File: src/sv/pidfl_pkg.sv
// Shared constants, codes and types for the identifier allocator.
package pidfl_pkg;

  localparam int MaxIds = 32;
  localparam int SlotW  = $clog2(MaxIds);
  localparam int IdW    = 6;
  localparam int FuncW  = 2;
  localparam int StatW  = 2;
  localparam int CountW = 6;

  typedef logic [SlotW-1:0] slot_t;
  typedef logic [IdW-1:0]   id_t;

  typedef enum logic [FuncW-1:0] {
    FuncAlloc   = 2'd0,
    FuncRelease = 2'd1,
    FuncQuery   = 2'd2,
    FuncNop     = 2'd3
  } func_t;

  typedef enum logic [StatW-1:0] {
    StatOk         = 2'd0,
    StatNoneFree   = 2'd1,
    StatBadRelease = 2'd2
  } status_t;

  typedef struct packed {
    logic  rd_en;
    slot_t rd_addr;
    logic  wr_en;
    slot_t wr_addr;
    id_t   wr_data;
  } queue_req_t;

  function automatic slot_t next_slot(slot_t slot);
    return (slot == slot_t'(MaxIds - 1)) ? '0 : slot + slot_t'(1);
  endfunction

endpackage

File: src/sv/pidfl_free_queue.sv
// Free identifier queue memory, with per-slot written flags standing in for its reset contents.
module pidfl_free_queue (
  input  logic                  clk,
  input  logic                  rst,
  input  pidfl_pkg::queue_req_t req,
  output pidfl_pkg::id_t        rd_data
);
  import pidfl_pkg::*;

  id_t             mem [MaxIds];
  logic [MaxIds-1:0] written;
  id_t             rd_word;
  logic            rd_written;
  slot_t           rd_slot;

  always_ff @(posedge clk) begin
    if (req.wr_en) begin
      mem[req.wr_addr] <= req.wr_data;
    end
    if (req.rd_en) begin
      rd_word <= mem[req.rd_addr];
      rd_slot <= req.rd_addr;
    end
  end

  always_ff @(posedge clk) begin
    if (rst) begin
      written    <= '0;
      rd_written <= 1'b0;
    end else begin
      if (req.wr_en) begin
        written[req.wr_addr] <= 1'b1;
      end
      if (req.rd_en) begin
        rd_written <= written[req.rd_addr];
      end
    end
  end

  // A slot never written still holds its reset identifier, the slot number plus one.
  assign rd_data = rd_written ? rd_word : id_t'(rd_slot) + id_t'(1);

endmodule

File: src/sv/pid_free_list_allocator.sv
// Top level of the identifier allocator: request sequencing, taken marks and result register.
//
//  Channel  Valid      Stall      Words carried
//  in       in_valid   in_stall   func, proc_id
//  out      out_valid  out_stall  granted_id, status, is_taken, in_use_count
//
// Each request is handled in two steps: in SIdle the free queue head slot is read from memory,
// and in SExec the marks, pointers and count are updated and the result register is loaded.
// A new request is taken while an earlier result waits in the result register.
// Reset is synchronous; the queue needs no clearing pass and the block is ready at once.
// A stalled result holds the following request in SExec until it is taken.
module pid_free_list_allocator (
  input  logic                  clk,
  input  logic                  rst,
  input  logic                  in_valid,
  output logic                  in_stall,
  input  logic [1:0]            func,
  input  logic [5:0]            proc_id,
  output logic                  out_valid,
  input  logic                  out_stall,
  output logic [5:0]            granted_id,
  output logic [1:0]            status,
  output logic                  is_taken,
  output logic [5:0]            in_use_count
);
  import pidfl_pkg::*;

  typedef enum logic {
    SIdle,
    SExec
  } state_t;

  state_t            state;
  logic [FuncW-1:0]  func_q;
  id_t               pid_q;
  slot_t             head;
  slot_t             tail;
  logic [MaxIds-1:0] marks;
  logic [CountW-1:0] used_count;
  queue_req_t        qreq;
  id_t               head_id;

  logic              accept;
  logic              exec_go;
  logic              pid_in_range;
  slot_t             pid_slot;
  logic              pid_taken;
  logic              do_alloc;
  logic              do_release;
  logic              alloc_full;
  logic              head_in_range;
  slot_t             head_id_slot;
  status_t           stat_next;
  id_t               granted_next;
  logic              taken_next;

  assign in_stall = (state != SIdle);
  assign accept   = in_valid && (state == SIdle);
  assign exec_go  = (state == SExec) && (!out_valid || !out_stall);

  assign pid_in_range = (pid_q >= id_t'(1)) && (32'(pid_q) <= 32'(MaxIds));
  assign pid_slot     = slot_t'(pid_q - id_t'(1));
  assign pid_taken    = pid_in_range && marks[pid_slot];

  assign head_in_range = (head_id >= id_t'(1)) && (32'(head_id) <= 32'(MaxIds));
  assign head_id_slot  = slot_t'(head_id - id_t'(1));

  assign alloc_full = (32'(used_count) >= 32'(MaxIds));
  assign do_alloc   = (func_q == FuncAlloc) && !alloc_full;
  assign do_release = (func_q == FuncRelease) && pid_taken;

  always_comb begin
    stat_next    = StatOk;
    granted_next = '0;
    taken_next   = pid_taken;
    case (func_q)
      FuncAlloc: begin
        if (alloc_full) begin
          stat_next = StatNoneFree;
        end else begin
          granted_next = head_id;
          if (pid_in_range && (pid_q == head_id)) begin
            taken_next = 1'b1;
          end
        end
      end
      FuncRelease: begin
        if (pid_taken) begin
          taken_next = 1'b0;
        end else begin
          stat_next = StatBadRelease;
        end
      end
      default: begin
      end
    endcase
  end

  always_comb begin
    qreq.rd_en   = accept;
    qreq.rd_addr = head;
    qreq.wr_en   = exec_go && do_release;
    qreq.wr_addr = tail;
    qreq.wr_data = pid_q;
  end

  pidfl_free_queue u_queue (
    .clk     (clk),
    .rst     (rst),
    .req     (qreq),
    .rd_data (head_id)
  );

  always_ff @(posedge clk) begin
    if (rst) begin
      state      <= SIdle;
      head       <= '0;
      tail       <= '0;
      marks      <= '0;
      used_count <= '0;
      out_valid  <= 1'b0;
    end else begin
      if (out_valid && !out_stall && !exec_go) begin
        out_valid <= 1'b0;
      end
      case (state)
        SIdle: begin
          if (accept) begin
            func_q <= func;
            pid_q  <= proc_id;
            state  <= SExec;
          end
        end
        SExec: begin
          if (exec_go) begin
            if (do_alloc) begin
              head       <= next_slot(head);
              used_count <= used_count + CountW'(1);
              if (head_in_range) begin
                marks[head_id_slot] <= 1'b1;
              end
            end
            if (do_release) begin
              tail              <= next_slot(tail);
              marks[pid_slot]   <= 1'b0;
              if (used_count != '0) begin
                used_count <= used_count - CountW'(1);
              end
            end
            out_valid    <= 1'b1;
            granted_id   <= granted_next;
            status       <= stat_next;
            is_taken     <= taken_next;
            in_use_count <= do_alloc ? used_count + CountW'(1)
                          : (do_release && used_count != '0) ? used_count - CountW'(1)
                          : used_count;
            state        <= SIdle;
          end
        end
        default: begin
          state <= SIdle;
        end
      endcase
    end
  end

endmodule

File: config.mk
export PLATFORM = sky130hd
export DESIGN_NAME = pid_free_list_allocator
export DESIGN_NICKNAME = d
export VERILOG_FILES = /design/src/sv/pidfl_pkg.sv /design/src/sv/pidfl_free_queue.sv /design/src/sv/pid_free_list_allocator.sv
export SDC_FILE = /design/constraint.sdc
export NUM_CORES = 1
export LEC_CHECK = 0
export ABC_AREA = 1
export BUFFER_PORTS_ARGS = -buffer_cell sky130_fd_sc_hd__buf_2
export CAP_MARGIN = 20
export CORE_MARGIN = 1
export CORE_UTILIZATION = 30
export DETAILED_ROUTE_END_ITERATION = 7
export GPL_TIMING_DRIVEN = 0
export MAX_ROUTING_LAYER = met4
export PLACE_DENSITY_LB_ADDON = 0.15
export REMOVE_ABC_BUFFERS = 1
export SYNTH_ARGS = -nofsm -noshare
export SYNTH_HDL_FRONTEND = slang
export SYNTH_SLANG_ARGS = --single-unit
File: constraint.sdc
create_clock -name clk -period 3.6 [get_ports clk]
set_input_delay 0.54 -clock clk [delete_from_list [all_inputs] [get_ports clk]]
set_output_delay 0.54 -clock clk [all_outputs]
set_load 0.1 [all_outputs]
==> Word-level counts from Yosys, hierarchy flattened <==
Memories as Yosys holds them, arrays and structs flattened. A register that Yosys moved wholly into a read port is not among the register bits.
Index checks and enable logic that the tools add are counted.
{ "classes": {"n_reduce_logical": 28, "magnitude_cmp": 12, "eq_ne": 4, "n_bitwise": 7, "n_addsub": 7, "mux": 38} }
{ "ops": {"columns": ["op", "count"], "rows": [
  ["$mux 32", 6],
  ["$or 32x32->32", 2],
  ["$mux 6", 6],
  ["$and 32x32->32", 1],
  ["$not 32->32", 1],
  ["$lt 5x6->1 const B", 4],
  ["$demux 1 s5", 3],
  ["$ge 5x1->1 const B", 3],
  ["$logic_and 1x1->1", 15],
  ["$mux 1", 15],
  ["$ge 6x1->1 const B", 2],
  ["$le 6x6->1 const B", 2],
  ["$reduce_and 3->1", 4],
  ["$add 5x1->5 const B", 2],
  ["$bmux 1 s5", 2],
  ["$eq 5x5->1 const B", 2],
  ["$mux 5", 2],
  ["$sub 5x1->5 const B", 2],
  ["$add 5x1->6 const B", 1],
  ["$add 6x1->6 const B", 1],
  ["$eq 6x6->1", 1],
  ["$ge 6x6->1 const B", 1],
  ["$reduce_bool 6->1", 1],
  ["$sub 6x1->6 const B", 1],
  ["10 further kinds", 16]
]} }
{ "word_totals": {"mem_count": 1, "ram_bits": 192, "ff_bits": 111, "out_inout_bits": 17, "inputBits": 12} }
{ "mem_list": {"columns": ["memory", "depth", "width", "read_ports", "rd_ports_with_merged_regs", "write_ports", "line", "text"], "rows": [
  ["u_queue.mem", 32, 6, 1, 1, 1, "pidfl_free_queue.sv:10", "id_t mem [MaxIds];"]
]} }

==> Logic depth before layout (Yosys ltp) <==
Gate-level depths: netlist (run 1).
{ "logic_depth": {"ltp_word": 15, "ltp_mapped": 19, "ltp_nobuf": 17} }

==> By module <==
A second synthesis (run 1) with hierarchy kept.
{ "hier_totals": {"hier_cells": 1475, "hier_area_um2": 13760.7} }
{ "modules_own_cells": {"columns": ["module", "cells_per_inst", "n_inst", "seq_area_each_um2", "area_per_inst_um2"], "rows": [
  ["pidfl_free_queue", 889, 1, 6756.5, 9584.2],
  ["pid_free_list_allocator", 586, 1, 1691.6, 4176.5]
]} }

==> Least setup slack after synthesis (run 1) <==
Ideal clock, no wire load.
{ "synth_timing": {"path_kind": "flip-flop to flip-flop", "startpoint": "register pid_q[0]", "endpoint": "memory u_queue.mem[25][0] (netlist bit) (enable)", "t_arrival_ns": 3.042, "required_time_ns": 3.250, "setup_ns": 0.350, "slack_ns": 0.208, "stages_incl_launch_ff": 19, "path_buffers": 4, "path_cell_list": "edfxtp_1 > buf_4 > inv_4 > buf_4 > ha_1 > buf_2 > inv_1 > nand3_1 > nand2_1 > nand2_1 > nand2_1 > nand2_1 > nand2_1 > nor2_4 > nand3_4 > nor2_4 > buf_8 > nand2_4 > nor2_1"} }
{ "synth_via": {"elab_chain_cells": 8, "elab_cells_between_ends": 11, "classes_between": "1 x add/sub; 2 x order compare; 4 x mux; 4 x reduce/logical"} }
{ "synth_lines": {"columns": ["element", "line", "text"], "rows": [
  ["from (decl)", "pid_free_list_allocator.sv:35", "id_t pid_q;"],
  ["from (signal assigned)", "pid_free_list_allocator.sv:130", "pid_q <= proc_id;"],
  ["$sub 5x1->5", "pid_free_list_allocator.sv:62", "assign pid_slot = slot_t'(pid_q - id_t'(1));"],
  ["$bmux 1 s5", "pid_free_list_allocator.sv:63", "assign pid_taken = pid_in_range && marks[pid_slot];"],
  ["$mux 1 (not written as such)", "pid_free_list_allocator.sv:63", null],
  ["$logic_and 1x1->1 (*)", "pid_free_list_allocator.sv:63", null],
  ["$logic_and 1x1->1 (*)", "pid_free_list_allocator.sv:70", "assign do_release = (func_q == FuncRelease) && pid_taken;"],
  ["$logic_and 1x1->1 (*)", "pid_free_list_allocator.sv:102", "qreq.wr_en = exec_go && do_release;"],
  ["$mux 1 (*)", "pidfl_free_queue.sv:17", "if (req.wr_en) begin"],
  ["$mux 1 (not written as such) (*)", "pidfl_free_queue.sv:18", "mem[req.wr_addr] <= req.wr_data;"],
  ["to (decl)", "pidfl_free_queue.sv:10", null]
]} }
Every way passes the cells marked *; elsewhere a longest branch is shown, timed or not. The select of a mux whose other input is x is not followed.

==> Final worst setup path (run 1) <==
{ "layout_timing": {"startpoint": "register pid_q[0]", "endpoint": "memory u_queue.mem[29][1] (netlist bit) (enable)"} }
Same word-level chain as after synthesis.

==> results of run 1 <==
==> worst max-delay path, stage by stage, from the launching register on <==
cell      delay, ns
edfxtp_1       0.35
buf_4          0.18
buf_16         0.17
inv_8          0.16
ha_2           0.25
nand2_1        0.08
nand2_2        0.20
inv_2          0.13
nand2_1        0.09
nand2_1        0.06
nand2_1        0.06
nand2_1        0.08
nor2_4         0.20
nand3_4        0.14
nor2_4         0.20
buf_12         0.21
nand2_4        0.19
nor2_4         0.28
==> placed cells by master (no fill, tap or decap), types with 7 or more instances in the layout <==
| cell type | count |
|---|---|
| clkbuf_16 | 38 |
| nand2_2 | 9 |
| buf_2 | 28 |
| inv_1 | 96 |
| nand2_1 | 270 |
| edfxtp_1 | 226 |
| o221ai_1 | 13 |
| a21oi_1 | 71 |
| buf_4 | 9 |
| ha_1 | 14 |
| o21ai_0 | 158 |
| o211ai_1 | 8 |
| nor3_1 | 17 |
| o22ai_1 | 37 |
| nand3_1 | 78 |
| nor2_4 | 32 |
| nor2_1 | 202 |
| dfxtp_1 | 81 |
| o21bai_1 | 25 |
| clkbuf_1 | 10 |
| nand4_1 | 15 |
| clkinv_2 | 7 |
| buf_16 | 11 |
==> registers in the layout, summed over array words and instances (netlist names), 6 cells and up <==
name	count
granted_id	6
in_use_count	6
marks	32
pid_q	6
u_queue.mem	192
u_queue.rd_word	6
u_queue.written	32
used_count	6
==> logic make-up after synthesis <==
group | count (synthesis) | share of synthesized area
AOI/OAI and AO/OA | 323 | 0.130
xor gates and xnor gates | 7 | 0.00438
adders and majority gates | 16 | 0.0143
buffers and inverters | 172 | 0.0515
DFF | 309 | 0.603
and+or+nand+nor | 643 | 0.196
==> path summary, 6_finish.rpt <==
check / endpoint / slack, ns / depth (start not counted) / startpoint
worst max-delay path: u_queue.mem[29][1] / 0.19 / 17 / pid_q[0]
worst min-delay path: pid_q[5] / 0.17 / 1 / proc_id[5]
worst max register to register: u_queue.mem[29][1] / 0.19 / 17 / pid_q[0]
worst min register to register: u_queue.written[24] / 0.45 / 2 / u_queue.written[24]
==> metal layers <==
metal	up-vias	routed length, microns	GRT usage
met2	227	17800	0.261
li1	5127	-	-
met5	-	0	-
met4	0	816	0.0515
met3	55	1920	0.0279
met1	5134	19500	0.247
==> report_power, final <==
part	leakage, nW	total, W	internal [W]	switching (W)
clock network	0.570	0.00364	0.00215	0.00149
registers	2.72	0.00388	0.00383	0.0000435
logic	2.38	0.000506	0.000140	0.000366
total	5.67	0.00802	0.00613	0.00190
==> metrics by stage <==
step	area [sq um]	worst slack, ns	util	std cells
detailed placement	15000	-1.53	0.328	2047
CTS	16400	0.0252	0.359	2117
floorplan	13700	-1.37	-	1402
global placement	14600	-6.13	0.319	2030
finish	16500	0.189	0.361	2122
global route	16500	-0.00501	0.361	2122
==> what timing repair did <==
action                                  in CTS  in global routing
cloned                                       0                  1
resized for setup                           63                  3
endpoints found under the hold margin        0                  0
endpoints found under the setup margin     261                188
buffers inserted                             5                  2
pin swaps                                    4                  2
==> layout make-up <==
cell class,count,area [sq um]
clock inverter,16,163
timing repair buffer,55,636
multi-input combinational,989,5090
fill,4631,29200
tap,600,751
clock buffer,49,991
sequential,309,8460
inverter,104,400
==> summary.txt, run 1 <==
status: complete, no violations
Yosys warnings: 0
final worst path period share: 0.947
GRT overflow: 0
final hold violation count: 0
crit path capture type: flip-flop
vias in the first global route: 9955
I/O pin count: 29
Worst setup SP type: flip-flop
Commonest cells post-synth: nand2_1, nor2_1, edfxtp_1, o21ai_0, inv_1
top post-synthesis cells by area: edfxtp_1, dfxtp_1, nand2_1
Layout area overhead: 17.7%
Root Buffer: clkbuf_16
wire per inst: 18.9 microns
Die Y: 218 microns
port bufs: 28
setup TNS: 0 ns
Routed WL: 40000 microns
kind of critical path: flip-flop to flip-flop
via/cell ratio: 4.97
number of synthesized flops with an enable pin: 226
Die ar.: 47500 sq um
clock latency on the worst-skew pair: 0.56 ns
hold_ws: 0.174 ns
total power: 0.00802 W
Critical Path Fanout Max: 24
clock transition at the registers of the reported paths: 0.06 ns
std cell rows: 78
Lkg Pwr: 5.67 nW
share of the synthesized area in the top cell type: 0.485
Initial DRT Pass Iterations: 4
largest net degree at the start of global routing: 75
Synth async-reset ratio: 0
Max clock buf depth: 3
worst-case clock skew: 0.0210 ns
DRT iter0 DRCs: 836
sequential fraction of the synthesis area: 0.603
Global Route Usage Sum: 0.176
Hold Crit Class: input pin to flip-flop
Starting Density: 0.307
hold_buf cts: 0
top-count cell post-synth: nand2_1
Main synth FF type: edfxtp_1
post-route ant nets: 0
number of H-tree levels: 2
maximum clock frequency: 0.293 GHz
layout cell share with drive strength beyond 1: 0.117
Final nets: 1523
VDD IR-drop max: 0.000351 V
cell taking the most area after synthesis: edfxtp_1
Synth cell types: 43
Die X: 218 microns
gp weighted congestion: 0.843
CTS tree: yes
Avg Cell Area, Syn: 9.52 sq um
unrepaired setup endpoints after global routing: true
final setup fails: 0
FF+latch count, synth: 309
MaxCap Viol Count: 0
antenna diode instance count: 0
Max Slew Vio Count: 0
Post-Syn Area: 14000 sq um
Post-Synthesis Cells: 1470
CP arrival: 3.62 ns
first-pass GRT wire length: 61300 microns
Num CTS Buffers: 36
Slew HR: 0.323
Worst EP required: 3.81 ns
initial antenna violation count: 0
HPWL Detailed: 24800 microns
Via Count: 10500
Core Region: 45700 sq um
actual slew at the worst max-slew pin: 1.02 ns
Final min period: 3.41 ns
Clock Sinks: 309
Cell Pwr Density: 487 nW/um^2
DRC: 0
(Power assumes the default switching activity.)
==> run 2: changes to the inputs <==
==> constraint.sdc (replaced) <==
create_clock -name clk -period 3.33 [get_ports clk]
set_input_delay 0.4995 -clock clk [delete_from_list [all_inputs] [get_ports clk]]
set_output_delay 0.4995 -clock clk [all_outputs]
set_load 0.1 [all_outputs]
==> run 2 against run 1 <==
Compared with the run above: first-iteration DRC count is 4.3% lower; sequential cell count stayed put; hold slack worse by 0.043 ns; critical path depth stayed put; die area stayed put; utilization is 0.34 points higher; cell area is 0.94% higher; sequential power is 8.0% higher; register-to-register slack worse by 0.06 ns.
==> summary.txt, run 2 (same netlist as run 1, synthesis figures left out) <==
status: complete, no violations
first-pass GRT wire length: 61700 microns (+0.60%)
FF+latch area: 8460 sq um (unchanged)
Die Y: 218 microns (unchanged)
Sw Ratio: 0.236 (about the same)
Critical Path Fanout Max: 24 (unchanged)
Max Slew Vio Count: 0 (unchanged)
Final min period: 3.20 ns (-0.213 ns)
largest net degree at the start of global routing: 75 (unchanged)
clock latency on the worst-skew pair: 0.56 ns (about the same)
Worst EP required: 3.55 ns (-0.26 ns)
total power: 0.00868 W (+8.2%)
Lkg Pwr: 5.67 nW (about the same)
commonest non-fill, non-tap cell in the layout: nand2_1
Die X: 218 microns (unchanged)
DRC: 0 (unchanged)
gp weighted congestion: 0.843 (unchanged)
port bufs: 28 (unchanged)
CP arrival: 3.41 ns (-0.21 ns)
worst-case clock skew: 0.0203 ns (-0.000724 ns)
Top Registers: u_queue.mem (192), marks (32), u_queue.written (32)
final design utilization: 0.364 (+0.00340)
I/O pin count: 29 (unchanged)
Die ar.: 47500 sq um (unchanged)
number of H-tree levels: 2 (unchanged)
Largest register FFs: 192 (unchanged)
VDD IR-drop max: 0.000380 V (+8.2%)
GRT overflow: 0 (unchanged)
Global Route Usage Sum: 0.177 (+0.00137)
Slew HR: 0.344 (+0.0213)
Switch Pwr: 0.00205 W (+8.2%)
Starting Density: 0.307 (unchanged)
fin area: 16600 sq um (+0.94%)
Largest Register: u_queue.mem
DRT iter0 DRCs: 800 (-4.3%)
Num CTS Buffers: 36 (unchanged)
Cell Pwr Density: 522 nW/um^2 (+7.2%)
Routed WL: 40400 microns (+0.78%)
internal power: 0.00663 W (+8.3%)
leading cell types in the layout, fill and taps excluded: nand2_1, edfxtp_1, nor2_1, o21ai_0, inv_1
vias in the first global route: 9981 (+0.26%)
final setup fails: 0 (unchanged)
Via Count: 10600 (+0.45%)
Layout area overhead: 18.8%
MaxCap Viol Count: 0 (unchanged)
Worst setup SP type: flip-flop
CTS tree: yes
Setup WS pre-CTS: -1.80 ns (-0.270 ns)
Max clock buf depth: 3 (unchanged)
clock transition at the registers of the reported paths: 0.06 ns (about the same)
actual slew at the worst max-slew pin: 0.984 ns (-0.0319 ns)
antenna diode instance count: 0 (unchanged)
Core Region: 45700 sq um (unchanged)
power share of the sequential group: 0.483 (about the same)
Hold Crit Class: input pin to flip-flop
kind of critical path: flip-flop to flip-flop
final setup margin: 0.132 ns (-0.0571 ns)
post-route ant nets: 0 (unchanged)
HPWL Detailed: 24800 microns (unchanged)
via/cell ratio: 4.97 (about the same)
clock power share: 0.452 (-0.002)
Clock Sinks: 309 (unchanged)
crit path capture type: flip-flop
initial antenna violation count: 0 (unchanged)
Worst R2R Path Depth: 17 (unchanged)
final hold violation count: 0 (unchanged)
Initial DRT Pass Iterations: 5 (+1)
Layout fillers: 4618 (-0.28%)
unrepaired setup endpoints after global routing: false
maximum clock frequency: 0.313 GHz (+6.7%)
layout cell share with drive strength beyond 1: 0.125 (+0.00846)
Worst Hold Depth: 1 (unchanged)
Multi-input gate area: 5120 sq um (+0.69%)
Root Buffer: clkbuf_16
wire per inst: 18.9 microns (+0.36%)
Final nets: 1532 (+0.59%)
Post-DP Area: 15000 sq um (unchanged)
final worst path period share: 0.960 (+0.0129)
std cell rows: 78 (unchanged)
hold_ws: 0.131 ns (-0.0427 ns)
combinational share of power: 0.065 (+0.002)
## run 2: changes by cell type in the layout (fill, tap and decap cells not counted), sizes merged
cell / change
inv: -4
bufbuf: +1
buf: +8
clkinvlp: +4
## run 2: what timing repair did
| item | in CTS | in global routing |
|---|---|---|
| cloned | 1 | 1 |
| setup buffers | 11 | 4 |
| hold buffers | 0 | 0 |
| endpoints found under the setup margin | 272 | 199 |
| resized for setup | 70 | 11 |
| pin swaps | 7 | 4 |
## run 2: final cells by class
cell class	count	share of cell area
Clock inverter	16	0.00978
Sequential cell	309	0.508
Clock buffer	49	0.0596
Timing Repair Buffer	64	0.0442
Multi-Input combinational cell	989	0.308
Inverter	104	0.0253
Tap cell	600	0.0451
## run 2: per-stage QoR
step                TNS, ns  cells
floorplan           -132.53   1402
global route              0   2131
detailed placement  -310.57   2047
finish                    0   2131
CTS                       0   2124
global placement    -840.57   2030
## run 2: worst max-delay path, cell delays in order (launching register included)
cell        delay (ns)
edfxtp_1          0.33
buf_6             0.14
buf_16            0.16
inv_12            0.08
ha_4              0.31
clkinvlp_4        0.18
nand3_1           0.14
nand2_1           0.07
nand2_1           0.07
nand2_1           0.06
nand2_1           0.06
nand2_1           0.08
nor2_4            0.21
nand3_4           0.14
nor2_4            0.19
buf_12            0.19
nand2_8           0.14
nor2_4            0.27
## run 2: routing by layer
layer / wire length (microns) / up-vias / global-route usage
li1: - / 5152 / -
met1: 19400 / 5132 / 0.248
met2: 18100 / 252 / 0.263
met3: 2000 / 54 / 0.0279
met4: 784 / 0 / 0.0515
met5: 0 / - / -
## run 2: path summary, 6_finish.rpt
kind | endpoint | start | slack [ns]
worst max-delay path | u_queue.mem[16][5] | pid_q[0] | 0.13
worst min-delay path | pid_q[5] | proc_id[5] | 0.13
worst max register to register | u_queue.mem[16][5] | pid_q[0] | 0.13
worst min register to register | u_queue.written[24] | u_queue.written[24] | 0.45
## run 2: power groups by stage
stage | combinational (W) | sequential [W] | clock, W
final | 0.000562 | 0.00419 | 0.00393
after CTS | 0.000552 | 0.00419 | 0.00404
after global routing | 0.000616 | 0.00420 | 0.00417
after floorplan | 0.000269 | 0.00433 | 0
after global placement | 0.000466 | 0.00432 | 0
after detailed placement | 0.000524 | 0.00428 | 0
